$ cat src/rtl/cah_pkg.sv
// Types, constants and helper functions shared by the coin age histogram.
// No dependencies; every other file of the block imports this package.
`timescale 1ns / 1ps

package cah_pkg;

  // Field widths.
  localparam int TIP_W = 31;
  localparam int AGE_W = 38;
  localparam int AMT_W = 51;
  localparam int SUM_W = 63;
  localparam int CNT_W = 32;
  localparam int NBINS = 10;
  localparam int BIN_W = 4;

  // Chain spacing constants.
  localparam logic [TIP_W-1:0] SPLIT_HEIGHT = 31'd707000;
  localparam logic [AGE_W-1:0] SLOW_SPACING = 38'd150;
  localparam logic [AGE_W-1:0] FAST_SPACING = 38'd75;
  localparam logic [AGE_W-1:0] YEAR_SECONDS = 38'd31557600;

  // Exclusive upper bounds of buckets 0 to 8; older ages go to the last bucket.
  localparam logic [AGE_W-1:0] BIN_LIMIT [NBINS-1] = '{
    38'd86400, 38'd604800, 38'd2592000, 38'd7776000, 38'd15552000,
    38'd31557600, 38'd63115200, 38'd94672800, 38'd157788000
  };

  // Result kinds.
  localparam logic [1:0] KIND_ROW     = 2'd0;
  localparam logic [1:0] KIND_BUCKET  = 2'd1;
  localparam logic [1:0] KIND_SUMMARY = 2'd2;

  // Back end sequencer states.
  typedef enum logic [1:0] {
    BK_ROW,
    BK_READ,
    BK_EMIT,
    BK_SUM
  } back_state_t;

  // One classified row as it travels from the front end to the back end.
  typedef struct packed {
    logic [AGE_W-1:0] age;
    logic [BIN_W-1:0] bucket;
    logic             keep;
    logic             reject;
    logic             aged;
    logic [AMT_W-1:0] amount;
    logic             eos;
    logic             not_ready;
  } work_t;

  // One bucket entry of the histogram memory.
  typedef struct packed {
    logic [SUM_W-1:0] amount;
    logic [CNT_W-1:0] count;
  } bin_t;

  // One result request as it leaves the block.
  typedef struct packed {
    logic [1:0]       kind;
    logic [BIN_W-1:0] bucket;
    logic [AGE_W-1:0] coin_age;
    logic             row_dropped;
    logic [SUM_W-1:0] amount_sum;
    logic [CNT_W-1:0] item_count;
    logic [SUM_W-1:0] old_amount_sum;
    logic [CNT_W-1:0] old_item_count;
    logic [CNT_W-1:0] dropped_rows;
    logic             tip_not_ready;
    logic             last_item;
  } res_t;

  // Bucket of an age: independent compares against the fixed bounds.
  function automatic logic [BIN_W-1:0] bucket_of(input logic [AGE_W-1:0] age);
    logic [BIN_W-1:0] b;
    b = BIN_W'(NBINS - 1);
    for (int i = NBINS - 2; i >= 0; i--) begin
      if (age < BIN_LIMIT[i]) begin
        b = BIN_W'(i);
      end
    end
    return b;
  endfunction

  // Saturating add of a row amount into a 63-bit sum.
  function automatic logic [SUM_W-1:0] sat_amount(input logic [SUM_W-1:0] a,
                                                  input logic [AMT_W-1:0] b);
    logic [SUM_W:0] s;
    s = {1'b0, a} + (SUM_W+1)'(b);
    return s[SUM_W] ? {SUM_W{1'b1}} : s[SUM_W-1:0];
  endfunction

  // Saturating increment of a 32-bit count.
  function automatic logic [CNT_W-1:0] sat_inc(input logic [CNT_W-1:0] a);
    logic [CNT_W:0] s;
    s = {1'b0, a} + (CNT_W+1)'(1);
    return s[CNT_W] ? {CNT_W{1'b1}} : s[CNT_W-1:0];
  endfunction

endpackage

$ cat src/rtl/cah_front.sv
// Front end: holds the tip register, validates each row and computes its age.
// Depends on cah_pkg; feeds classified rows into cah_queue.
`timescale 1ns / 1ps

module cah_front (
  input  logic                        clk,
  input  logic                        rst_n,
  input  logic                        cfg_valid,
  output logic                        cfg_ready,
  input  logic [cah_pkg::TIP_W-1:0]   cfg_data,
  input  logic                        in_valid,
  output logic                        in_stall,
  input  logic signed [31:0]          in_row_height,
  input  logic signed [51:0]          in_row_value,
  input  logic                        in_end_of_scan,
  output logic                        push_valid,
  output cah_pkg::work_t              push_rec,
  input  logic                        q_full
);
  import cah_pkg::*;

  logic [TIP_W-1:0] tip_r;
  logic             f_valid_r, f_valid_nxt;
  logic [AGE_W-1:0] f_age_r;
  logic             f_keep_r, f_reject_r, f_eos_r, f_not_ready_r;
  logic [AMT_W-1:0] f_amount_r;

  logic             accept;
  logic [TIP_W-1:0] hu;
  logic             not_ready, bad, keep, reject;
  logic [19:0]      slow_span;
  logic [TIP_W-1:0] fast_base, fast_span;
  logic [AGE_W-1:0] age_full, age;

  // The tip register takes every write request.
  assign cfg_ready = 1'b1;

  always_ff @(posedge clk) begin
    if (!rst_n) begin
      tip_r <= '0;
    end else if (cfg_valid) begin
      tip_r <= cfg_data;
    end
  end

  // Row checks against the tip.
  always_comb begin
    hu        = in_row_height[TIP_W-1:0];
    not_ready = (tip_r == '0);
    bad       = in_row_height[31] || (hu > tip_r) || in_row_value[51] ||
                (in_row_value == '0);
    keep      = !not_ready && !bad;
    reject    = !not_ready && bad;
  end

  // Age: slow blocks below the split height, fast blocks from it up to the tip.
  always_comb begin
    slow_span = (hu < SPLIT_HEIGHT) ? (SPLIT_HEIGHT[19:0] - hu[19:0]) : '0;
    fast_base = (hu < SPLIT_HEIGHT) ? SPLIT_HEIGHT : hu;
    fast_span = (tip_r > fast_base) ? (tip_r - fast_base) : '0;
    age_full  = AGE_W'(slow_span) * SLOW_SPACING + AGE_W'(fast_span) * FAST_SPACING;
    age       = keep ? age_full : '0;
  end

  // Single holding register ahead of the queue.
  assign in_stall   = f_valid_r && q_full;
  assign accept     = in_valid && !in_stall;
  assign push_valid = f_valid_r && !q_full;

  always_comb begin
    f_valid_nxt = accept ? 1'b1 : (f_valid_r && q_full);
  end

  always_ff @(posedge clk) begin
    if (!rst_n) begin
      f_valid_r <= 1'b0;
    end else begin
      f_valid_r <= f_valid_nxt;
    end
  end

  always_ff @(posedge clk) begin
    if (accept) begin
      f_age_r       <= age;
      f_keep_r      <= keep;
      f_reject_r    <= reject;
      f_amount_r    <= in_row_value[AMT_W-1:0];
      f_eos_r       <= in_end_of_scan;
      f_not_ready_r <= not_ready;
    end
  end

  // Bucket and one-year flag are resolved on the way into the queue.
  always_comb begin
    push_rec.age       = f_age_r;
    push_rec.bucket    = bucket_of(f_age_r);
    push_rec.keep      = f_keep_r;
    push_rec.reject    = f_reject_r;
    push_rec.aged      = f_keep_r && (f_age_r >= YEAR_SECONDS);
    push_rec.amount    = f_amount_r;
    push_rec.eos       = f_eos_r;
    push_rec.not_ready = f_not_ready_r;
  end

endmodule

$ cat src/rtl/cah_queue.sv
// Short first-in first-out queue of classified rows between front and back end.
// Depends on cah_pkg for the row record type.
`timescale 1ns / 1ps

module cah_queue #(
  parameter int DEPTH = 4
) (
  input  logic           clk,
  input  logic           rst_n,
  input  logic           push_valid,
  input  cah_pkg::work_t push_rec,
  output logic           q_full,
  input  logic           pop,
  output logic           q_valid,
  output cah_pkg::work_t q_rec
);
  import cah_pkg::*;

  localparam int PTR_W = (DEPTH > 1) ? $clog2(DEPTH) : 1;
  localparam int CNT_W_Q = $clog2(DEPTH + 1);

  work_t              slots_r [DEPTH];
  logic [PTR_W-1:0]   wr_ptr_r, wr_ptr_nxt, rd_ptr_r, rd_ptr_nxt;
  logic [CNT_W_Q-1:0] fill_r, fill_nxt;

  assign q_full  = (fill_r == CNT_W_Q'(DEPTH));
  assign q_valid = (fill_r != '0);
  assign q_rec   = slots_r[rd_ptr_r];

  // Pointer and fill bookkeeping.
  always_comb begin
    wr_ptr_nxt = wr_ptr_r;
    rd_ptr_nxt = rd_ptr_r;
    fill_nxt   = fill_r;
    if (push_valid) begin
      wr_ptr_nxt = (wr_ptr_r == PTR_W'(DEPTH - 1)) ? '0 : wr_ptr_r + PTR_W'(1);
    end
    if (pop) begin
      rd_ptr_nxt = (rd_ptr_r == PTR_W'(DEPTH - 1)) ? '0 : rd_ptr_r + PTR_W'(1);
    end
    if (push_valid && !pop) begin
      fill_nxt = fill_r + CNT_W_Q'(1);
    end else if (pop && !push_valid) begin
      fill_nxt = fill_r - CNT_W_Q'(1);
    end
  end

  always_ff @(posedge clk) begin
    if (!rst_n) begin
      wr_ptr_r <= '0;
      rd_ptr_r <= '0;
      fill_r   <= '0;
    end else begin
      wr_ptr_r <= wr_ptr_nxt;
      rd_ptr_r <= rd_ptr_nxt;
      fill_r   <= fill_nxt;
    end
  end

  always_ff @(posedge clk) begin
    if (push_valid) begin
      slots_r[wr_ptr_r] <= push_rec;
    end
  end

endmodule

$ cat src/rtl/cah_back.sv
// Back end: bucket read-modify-write, running totals and the report sequencer.
// Depends on cah_pkg; drains cah_queue and drives the output register.
`timescale 1ns / 1ps

module cah_back (
  input  logic           clk,
  input  logic           rst_n,
  input  logic           q_valid,
  input  cah_pkg::work_t q_rec,
  output logic           q_pop,
  output logic           out_valid,
  input  logic           out_stall,
  output cah_pkg::res_t  out_res
);
  import cah_pkg::*;

  back_state_t      state_r, state_nxt;
  logic [BIN_W-1:0] k_r, k_nxt;

  // Bucket memory with per-entry valid bits so reset reads as zero.
  bin_t             bins_mem [NBINS];
  logic [NBINS-1:0] bin_ok_r;
  bin_t             rd_r;

  logic             y_valid_r;
  work_t            y_rec_r;
  logic             nr_r;

  logic [SUM_W-1:0] grand_amt_r, aged_amt_r;
  logic [CNT_W-1:0] grand_cnt_r, aged_cnt_r, rej_cnt_r;

  logic             out_valid_r;
  res_t             out_res_r, out_res_nxt;

  logic             out_free, y_adv, out_load, clear_totals;
  logic             wen, ren;
  logic [BIN_W-1:0] waddr, raddr;
  bin_t             wdata;

  assign out_free = !out_valid_r || !out_stall;

  // Next state of the report sequencer.
  always_comb begin
    state_nxt = state_r;
    k_nxt     = k_r;
    unique case (state_r)
      BK_ROW: begin
        if (y_valid_r && out_free && y_rec_r.eos) begin
          state_nxt = BK_READ;
          k_nxt     = '0;
        end
      end
      BK_READ: begin
        state_nxt = BK_EMIT;
      end
      BK_EMIT: begin
        if (out_free) begin
          if (k_r == BIN_W'(NBINS - 1)) begin
            state_nxt = BK_SUM;
          end else begin
            state_nxt = BK_READ;
            k_nxt     = k_r + BIN_W'(1);
          end
        end
      end
      BK_SUM: begin
        if (out_free) begin
          state_nxt = BK_ROW;
        end
      end
      default: begin
        state_nxt = BK_ROW;
      end
    endcase
  end

  // Pipeline control, memory ports and the result request for each state.
  always_comb begin
    y_adv        = 1'b0;
    q_pop        = 1'b0;
    wen          = 1'b0;
    waddr        = y_rec_r.bucket;
    wdata        = '0;
    ren          = 1'b0;
    raddr        = q_rec.bucket;
    out_load     = 1'b0;
    clear_totals = 1'b0;
    out_res_nxt  = '0;
    unique case (state_r)
      BK_ROW: begin
        y_adv = y_valid_r && out_free;
        q_pop = q_valid && (!y_valid_r || (y_adv && !y_rec_r.eos));
        ren   = q_pop;
        wen   = y_adv && y_rec_r.keep;
        wdata.amount = sat_amount(rd_r.amount, y_rec_r.amount);
        wdata.count  = sat_inc(rd_r.count);
        out_load = y_adv;
        out_res_nxt.kind        = KIND_ROW;
        out_res_nxt.bucket      = y_rec_r.bucket;
        out_res_nxt.coin_age    = y_rec_r.age;
        out_res_nxt.row_dropped = !y_rec_r.keep;
        out_res_nxt.last_item   = !y_rec_r.eos;
      end
      BK_READ: begin
        ren   = 1'b1;
        raddr = k_r;
      end
      BK_EMIT: begin
        out_load = out_free;
        wen      = out_free;
        waddr    = k_r;
        out_res_nxt.kind       = KIND_BUCKET;
        out_res_nxt.bucket     = k_r;
        out_res_nxt.amount_sum = rd_r.amount;
        out_res_nxt.item_count = rd_r.count;
      end
      BK_SUM: begin
        out_load     = out_free;
        clear_totals = out_free;
        out_res_nxt.kind           = KIND_SUMMARY;
        out_res_nxt.amount_sum     = grand_amt_r;
        out_res_nxt.item_count     = grand_cnt_r;
        out_res_nxt.old_amount_sum = aged_amt_r;
        out_res_nxt.old_item_count = aged_cnt_r;
        out_res_nxt.dropped_rows   = rej_cnt_r;
        out_res_nxt.tip_not_ready  = nr_r;
        out_res_nxt.last_item      = 1'b1;
      end
      default: begin
        out_load = 1'b0;
      end
    endcase
  end

  always_ff @(posedge clk) begin
    if (!rst_n) begin
      state_r <= BK_ROW;
      k_r     <= '0;
    end else begin
      state_r <= state_nxt;
      k_r     <= k_nxt;
    end
  end

  // Bucket memory: one write port, one registered read port with forwarding.
  always_ff @(posedge clk) begin
    if (wen) begin
      bins_mem[waddr] <= wdata;
    end
    if (ren) begin
      if (wen && (waddr == raddr)) begin
        rd_r <= wdata;
      end else begin
        rd_r <= bin_ok_r[raddr] ? bins_mem[raddr] : '0;
      end
    end
  end

  always_ff @(posedge clk) begin
    if (!rst_n) begin
      bin_ok_r <= '0;
    end else if (wen) begin
      bin_ok_r[waddr] <= 1'b1;
    end
  end

  // Update stage holding the row whose bucket is being read.
  always_ff @(posedge clk) begin
    if (!rst_n) begin
      y_valid_r <= 1'b0;
    end else if (q_pop) begin
      y_valid_r <= 1'b1;
    end else if (y_adv) begin
      y_valid_r <= 1'b0;
    end
  end

  always_ff @(posedge clk) begin
    if (q_pop) begin
      y_rec_r <= q_rec;
    end
    if (y_adv && y_rec_r.eos) begin
      nr_r <= y_rec_r.not_ready;
    end
  end

  // Running totals, cleared once the summary is sent.
  always_ff @(posedge clk) begin
    if (!rst_n || clear_totals) begin
      grand_amt_r <= '0;
      grand_cnt_r <= '0;
      aged_amt_r  <= '0;
      aged_cnt_r  <= '0;
      rej_cnt_r   <= '0;
    end else if (y_adv) begin
      if (y_rec_r.keep) begin
        grand_amt_r <= sat_amount(grand_amt_r, y_rec_r.amount);
        grand_cnt_r <= sat_inc(grand_cnt_r);
      end
      if (y_rec_r.aged) begin
        aged_amt_r <= sat_amount(aged_amt_r, y_rec_r.amount);
        aged_cnt_r <= sat_inc(aged_cnt_r);
      end
      if (y_rec_r.reject) begin
        rej_cnt_r <= sat_inc(rej_cnt_r);
      end
    end
  end

  // Output register.
  always_ff @(posedge clk) begin
    if (!rst_n) begin
      out_valid_r <= 1'b0;
    end else if (out_load) begin
      out_valid_r <= 1'b1;
    end else if (!out_stall) begin
      out_valid_r <= 1'b0;
    end
  end

  always_ff @(posedge clk) begin
    if (out_load) begin
      out_res_r <= out_res_nxt;
    end
  end

  assign out_valid = out_valid_r;
  assign out_res   = out_res_r;

endmodule

$ cat src/rtl/coin_age_histogram.sv
// Coin age histogram top level. Rows flow at one per cycle, limited by the
// bucket memory port, while out_stall is low and no end of scan report runs.
// A row marked end of scan adds a report (a read and a request per bucket,
// then the summary); rows collect in the queue during it.
// Reset (synchronous, active low) clears the tip to 0, all totals, bucket
// valid bits and control; the bucket memory itself needs no clearing pass.
`timescale 1ns / 1ps

module coin_age_histogram #(
  parameter int QUEUE_DEPTH = 4
) (
  input  logic                        clk,
  input  logic                        rst_n,
  input  logic                        cfg_valid,
  output logic                        cfg_ready,
  input  logic [cah_pkg::TIP_W-1:0]   cfg_data,
  input  logic                        in_valid,
  output logic                        in_stall,
  input  logic signed [31:0]          in_row_height,
  input  logic signed [51:0]          in_row_value,
  input  logic                        in_end_of_scan,
  output logic                        out_valid,
  input  logic                        out_stall,
  output logic [1:0]                  out_kind,
  output logic [cah_pkg::BIN_W-1:0]   out_bucket,
  output logic [cah_pkg::AGE_W-1:0]   out_coin_age,
  output logic                        out_row_dropped,
  output logic [cah_pkg::SUM_W-1:0]   out_amount_sum,
  output logic [cah_pkg::CNT_W-1:0]   out_item_count,
  output logic [cah_pkg::SUM_W-1:0]   out_old_amount_sum,
  output logic [cah_pkg::CNT_W-1:0]   out_old_item_count,
  output logic [cah_pkg::CNT_W-1:0]   out_dropped_rows,
  output logic                        out_tip_not_ready,
  output logic                        out_last_item
);
  import cah_pkg::*;

  logic  push_valid, q_full, q_valid, q_pop;
  work_t push_rec, q_rec;
  res_t  res;

  // Row validation and age computation.
  cah_front u_front (
    .clk            (clk),
    .rst_n          (rst_n),
    .cfg_valid      (cfg_valid),
    .cfg_ready      (cfg_ready),
    .cfg_data       (cfg_data),
    .in_valid       (in_valid),
    .in_stall       (in_stall),
    .in_row_height  (in_row_height),
    .in_row_value   (in_row_value),
    .in_end_of_scan (in_end_of_scan),
    .push_valid     (push_valid),
    .push_rec       (push_rec),
    .q_full         (q_full)
  );

  // Decoupling queue.
  cah_queue #(
    .DEPTH (QUEUE_DEPTH)
  ) u_queue (
    .clk        (clk),
    .rst_n      (rst_n),
    .push_valid (push_valid),
    .push_rec   (push_rec),
    .q_full     (q_full),
    .pop        (q_pop),
    .q_valid    (q_valid),
    .q_rec      (q_rec)
  );

  // Accumulation and reporting.
  cah_back u_back (
    .clk       (clk),
    .rst_n     (rst_n),
    .q_valid   (q_valid),
    .q_rec     (q_rec),
    .q_pop     (q_pop),
    .out_valid (out_valid),
    .out_stall (out_stall),
    .out_res   (res)
  );

  // Result fields to ports.
  assign out_kind           = res.kind;
  assign out_bucket         = res.bucket;
  assign out_coin_age       = res.coin_age;
  assign out_row_dropped    = res.row_dropped;
  assign out_amount_sum     = res.amount_sum;
  assign out_item_count     = res.item_count;
  assign out_old_amount_sum = res.old_amount_sum;
  assign out_old_item_count = res.old_item_count;
  assign out_dropped_rows   = res.dropped_rows;
  assign out_tip_not_ready  = res.tip_not_ready;
  assign out_last_item      = res.last_item;

endmodule

$ cat config.mk
export PLATFORM = sky130hd
export DESIGN_NAME = coin_age_histogram
export DESIGN_NICKNAME = d
export VERILOG_FILES = /design/src/rtl/cah_pkg.sv /design/src/rtl/cah_front.sv /design/src/rtl/cah_queue.sv /design/src/rtl/cah_back.sv /design/src/rtl/coin_age_histogram.sv
export SDC_FILE = /design/constraint.sdc
export NUM_CORES = 2
export LEC_CHECK = 0
export ABC_AREA = 1
export ABC_CLOCK_PERIOD_IN_PS = 19630
export CAP_MARGIN = 20
export CORE_UTILIZATION = 50
export CTS_BUF_LIST = sky130_fd_sc_hd__clkbuf_2
export DETAILED_ROUTE_END_ITERATION = 10
export DONT_BUFFER_PORTS = 1
export GPL_TIMING_DRIVEN = 0
export HOLD_SLACK_MARGIN = 0.06
export SLEW_MARGIN = 20
export SYNTH_ARGS = -nofsm -noshare
export SYNTH_HDL_FRONTEND = slang
export SYNTH_SLANG_ARGS = --single-unit
$ cat constraint.sdc
create_clock -name clk -period 19.63 [get_ports clk]
set_input_delay 3.926 -clock clk [delete_from_list [all_inputs] [get_ports clk]]
set_output_delay 3.926 -clock clk [all_outputs]
set_load 0.005 [all_outputs]
==> summary.txt <==
Outcome
  • Outcome: completed

Place
  • DP Wirelength: 302,000 um
  • Placed cells: 15,000
  • Pre-CTS setup slack: 5.88 ns
  • GPL Wtd Cong: between 1 and 1.5
  • # port buffers: 0
  • Post-DP Area: between 100,000 and 150,000 sq um

STA
  • Worst slew pin tran: 1.45 ns
  • Layout Skew: approximately 0.22 ns
  • Slew HR: 3.12%
  • RSZ-0062 raised after global routing: no
  • FMAX: 0.0857 GHz
  • Setup violators final: 0
  • Final Worst Setup Slack: 7.96 ns
  • Crit share post-route: 59.4%
  • Minimum clock period: 11.67 ns
  • Pins Over Slew Limit: 0
  • Setup TNS: 0 ns
  • Final Hold Fails: 0

Floorplan
  • Initial Utilization: 50.5%
  • Chip width: 474 um
  • Die Y-Extent: 474 um
  • Row count: 172
  • Die area: between 200,000 and 250,000 sq um
  • Core Region: 221,000 sq um
  • # IOs: 393

Critical path
  • CP startpoint kind: input port
  • Data arrival, critical path: 13.49 ns
  • Critical path peak fanout: 10
  • Crit-path slowest cell: a21oi_1
  • Number of buffer and inverter stages on the critical path: 7
  • Crit Path Class: input port to register
  • R2R Path Start: u_front.tip_r[6]
  • Reg2reg end: u_front.f_age_r[34]
  • Worst EP required: 21.45 ns
  • FF-to-FF path depth: 32
  • CP delay by family, top: adder cells
  • Worst path max stage delay: 0.67 ns
  • Worst reg2reg setup slack: 12.44 ns
  • Setup crit end kind: register

Min path
  • Min-delay src: u_front.f_amount_r[31]
  • End of the worst hold path: u_queue.slots_r[3][33]
  • Worst hold path depth: 0
  • Hold Path Class: register to register

Power
  • Cell area power density: about 180 nW/um^2
  • Internal power: 10.8 mW
  • Leakage: 51.3 nW
  • Overall Power: 21.6 mW
  • Seq pwr share: a little over a third
  • Combinational power share: 50.3%
  • Sw Pwr: 10.9 mW
  • Max VDD drop: 117 uV
  • Sw Ratio: 50.2%
  • Clock power share: 14.6%

Yosys
  • Asr flop ratio synth: 0%
  • Combinational family with the most area after synthesis: simple AND/OR/NAND/NOR gates
  • Mean Syn Cell Area: 9.31 sq um
  • Syn Inst Count: 12,000
  • Dominant synthesized flop cell: edfxtp_1
  • Seq/Total Area, Yosys: 56.2%
  • Synth cell types: 57
  • Adder-Cell Fraction of Synth Area: 6.72%
  • Yosys reg bits: 2,179
  • Simple-gate share of the synthesized area: 20.2%
  • Synthesized area: 111,000 sq um
  • Post-synthesis mux area share: 0%
  • Complex-gate fraction of the synthesized area: under 10%
  • XOR/XNOR share of the synthesized area: 2.28%
  • Syn_nets: 12,600
  • EDFF count, synth: 1,898
  • Yosys warnings: 0

Clocking
  • PostCTS Resize Cnt: 0
  • H-tree depth: 6
  • CTS Buf Count: 572
  • Worst-Skew Late Latency: 2.08 ns
  • Setup bufs post-CTS: 0
  • CTS tree: built
  • Clk sinks: 2,179
  • CTS hold repair buffers: 0
  • Clk slew on worst S/H paths: 0.09 ns
  • Root Driver: clkbuf_2
  • Clk buf depth: 4

GRT
  • Global router's overall resource usage: 34.7%
  • Grt ovf: 0
  • First-pass GRT wire length: 566,000 um
  • Largest net degree at the start of global routing: 73
  • Vias in the first global route: 86,100
  • Initial antenna violation count: 26

Drt
  • Wire per inst: 24.8 um
  • DR iter-0 viols: 9,695
  • DRC: 0
  • Post-Route WL: 396,000 um
  • Vias per inst: 5.64
  • Vias: 90,100
  • Remaining antenna violation count: 0
  • Initial DRT Pass Iterations: 8

Finish
  • Area added between synthesis and finish: 9.49%
  • Post-route design area: 122,000 sq um
  • Post-Layout Cell Count: 16,000
  • Share of cells above drive strength 1: 9.13%
  • Nets@finish: 13,300
  • Commonest non-fill, non-tap cell in the layout: nand2_1
  • Most frequent cells in the layout: nand2_1 (2,958), edfxtp_1 (1,898), inv_1 (1,387)
  • # fillers: 20,400

Flow run
  • Max cap viols: 0
-- power groups by stage --
stage	logic, mW	registers, mW	clock network, mW
after floorplan	6.14	7.41	0
after global placement	10.1	8.00	0
after detailed placement	10.5	7.66	0
after CTS	10.6	7.56	3.22
after global routing	11.6	7.62	3.45
final	10.9	7.59	3.16
-- cell type report --
cell class	instances	area [sq um]	share of cell area [%]
Clock buffer	810	4050	3.32
Clock inverter	155	958	0.786
Buffer	427	1910	1.57
Sequential cell	2179	62600	51.3
Inverter	1412	5360	4.39
Timing Repair Buffer	68	1560	1.28
Multi-Input combinational cell	7952	41800	34.2
Tap cell	2958	3700	3.03
Antenna cell	26	65.1	0.0533
-- flip-flops by register name (all words and copies together) (netlist names), 2 cells and up, named ones only --
| signal | count |
|---|---|
| u_back.aged_cnt_r | 32 |
| u_queue.rd_ptr_r | 2 |
| u_queue.fill_r | 3 |
| u_back.bin_ok_r | 10 |
| u_back.rd_r | 95 |
| u_back.rej_cnt_r | 32 |
| u_front.f_age_r | 38 |
| u_back.k_r | 4 |
| u_back.grand_amt_r | 63 |
| u_front.f_amount_r | 51 |
| u_back.y_rec_r | 98 |
| u_back.state_r | 2 |
| u_back.aged_amt_r | 63 |
| u_back.out_res | 269 |
| u_queue.slots_r | 392 |
| u_back.grand_cnt_r | 32 |
| u_queue.wr_ptr_r | 2 |
| u_back.bins_mem | 950 |
| u_front.tip_r | 31 |
-- how the worst max path moves through the flow --
stage                                 start                   to  slack, ns  depth (start not counted)
after global routing      in_row_height[30]  u_front.f_age_r[23]       7.52                         36
after CTS                 in_row_height[29]  u_front.f_age_r[23]       8.03                         36
after detailed placement  in_row_height[29]  u_front.f_age_r[27]       5.88                         39
after floorplan                   out_stall    u_back.out_res[0]       1.49                          3
after global placement            out_stall  u_back.out_res[151]      -4.64                          3
final                     in_row_height[29]  u_front.f_age_r[23]       7.96                         36
-- synth_stat cells, drive strengths merged (132+ instances only) --
master / number / area share (%)
nand2: 2965 / 10
edfxtp: 1898 / 51
inv: 1407 / 4.7
nor2: 1210 / 4.1
nand3: 966 / 4.4
a21oi: 719 / 3.2
o21ai: 609 / 2.7
ha: 411 / 4.6
dfxtp: 281 / 5.0
clkbuf: 229 / 0.77
buf: 198 / 0.94
xor2: 185 / 1.5
nor3: 132 / 0.60
-- kinds of logic (layout without fill, tap and decap cells) --
kind of cell,Yosys count,count (layout)
and+or+nand+nor,5471,5471
DFF,2179,2179
buffers and inverters,1839,2872
AOI/OAI and AO/OA,1663,1663
adders and majority gates,528,528
xor gates and xnor gates,289,289
other,1,27
-- layer usage --
layer,GRT usage [%],wire length (um),part of all wire (%),vias up
li1,-,-,-,41900
met1,47.2,164000,42,43200
met5,0,50,0.013,-
met2,52.6,174000,44,4348
met4,17.1,19700,5.0,8
met3,7.24,37300,9.4,688
-- stage by stage --
stage,utilization (%),hold slack [ns]
finish,55.3,0.425
global route,55.3,0.424
CTS,55.3,0.423
detailed placement,53.0,0.416
global placement,52.2,0.410
floorplan,-,0.400
-- worst register-to-register path: cells and delay by family, from the launching register on --
kind                     cells  cell delay, ns
buffers and inverters        6            0.53
adder cells (fa/ha/maj)      6            2.26
flip-flops                   1            0.35
AO/OA/AOI/OAI                6            1.69
AND/OR/NAND/NOR             14            2.10
No activity file was read; power rests on OpenSTA's default activity.
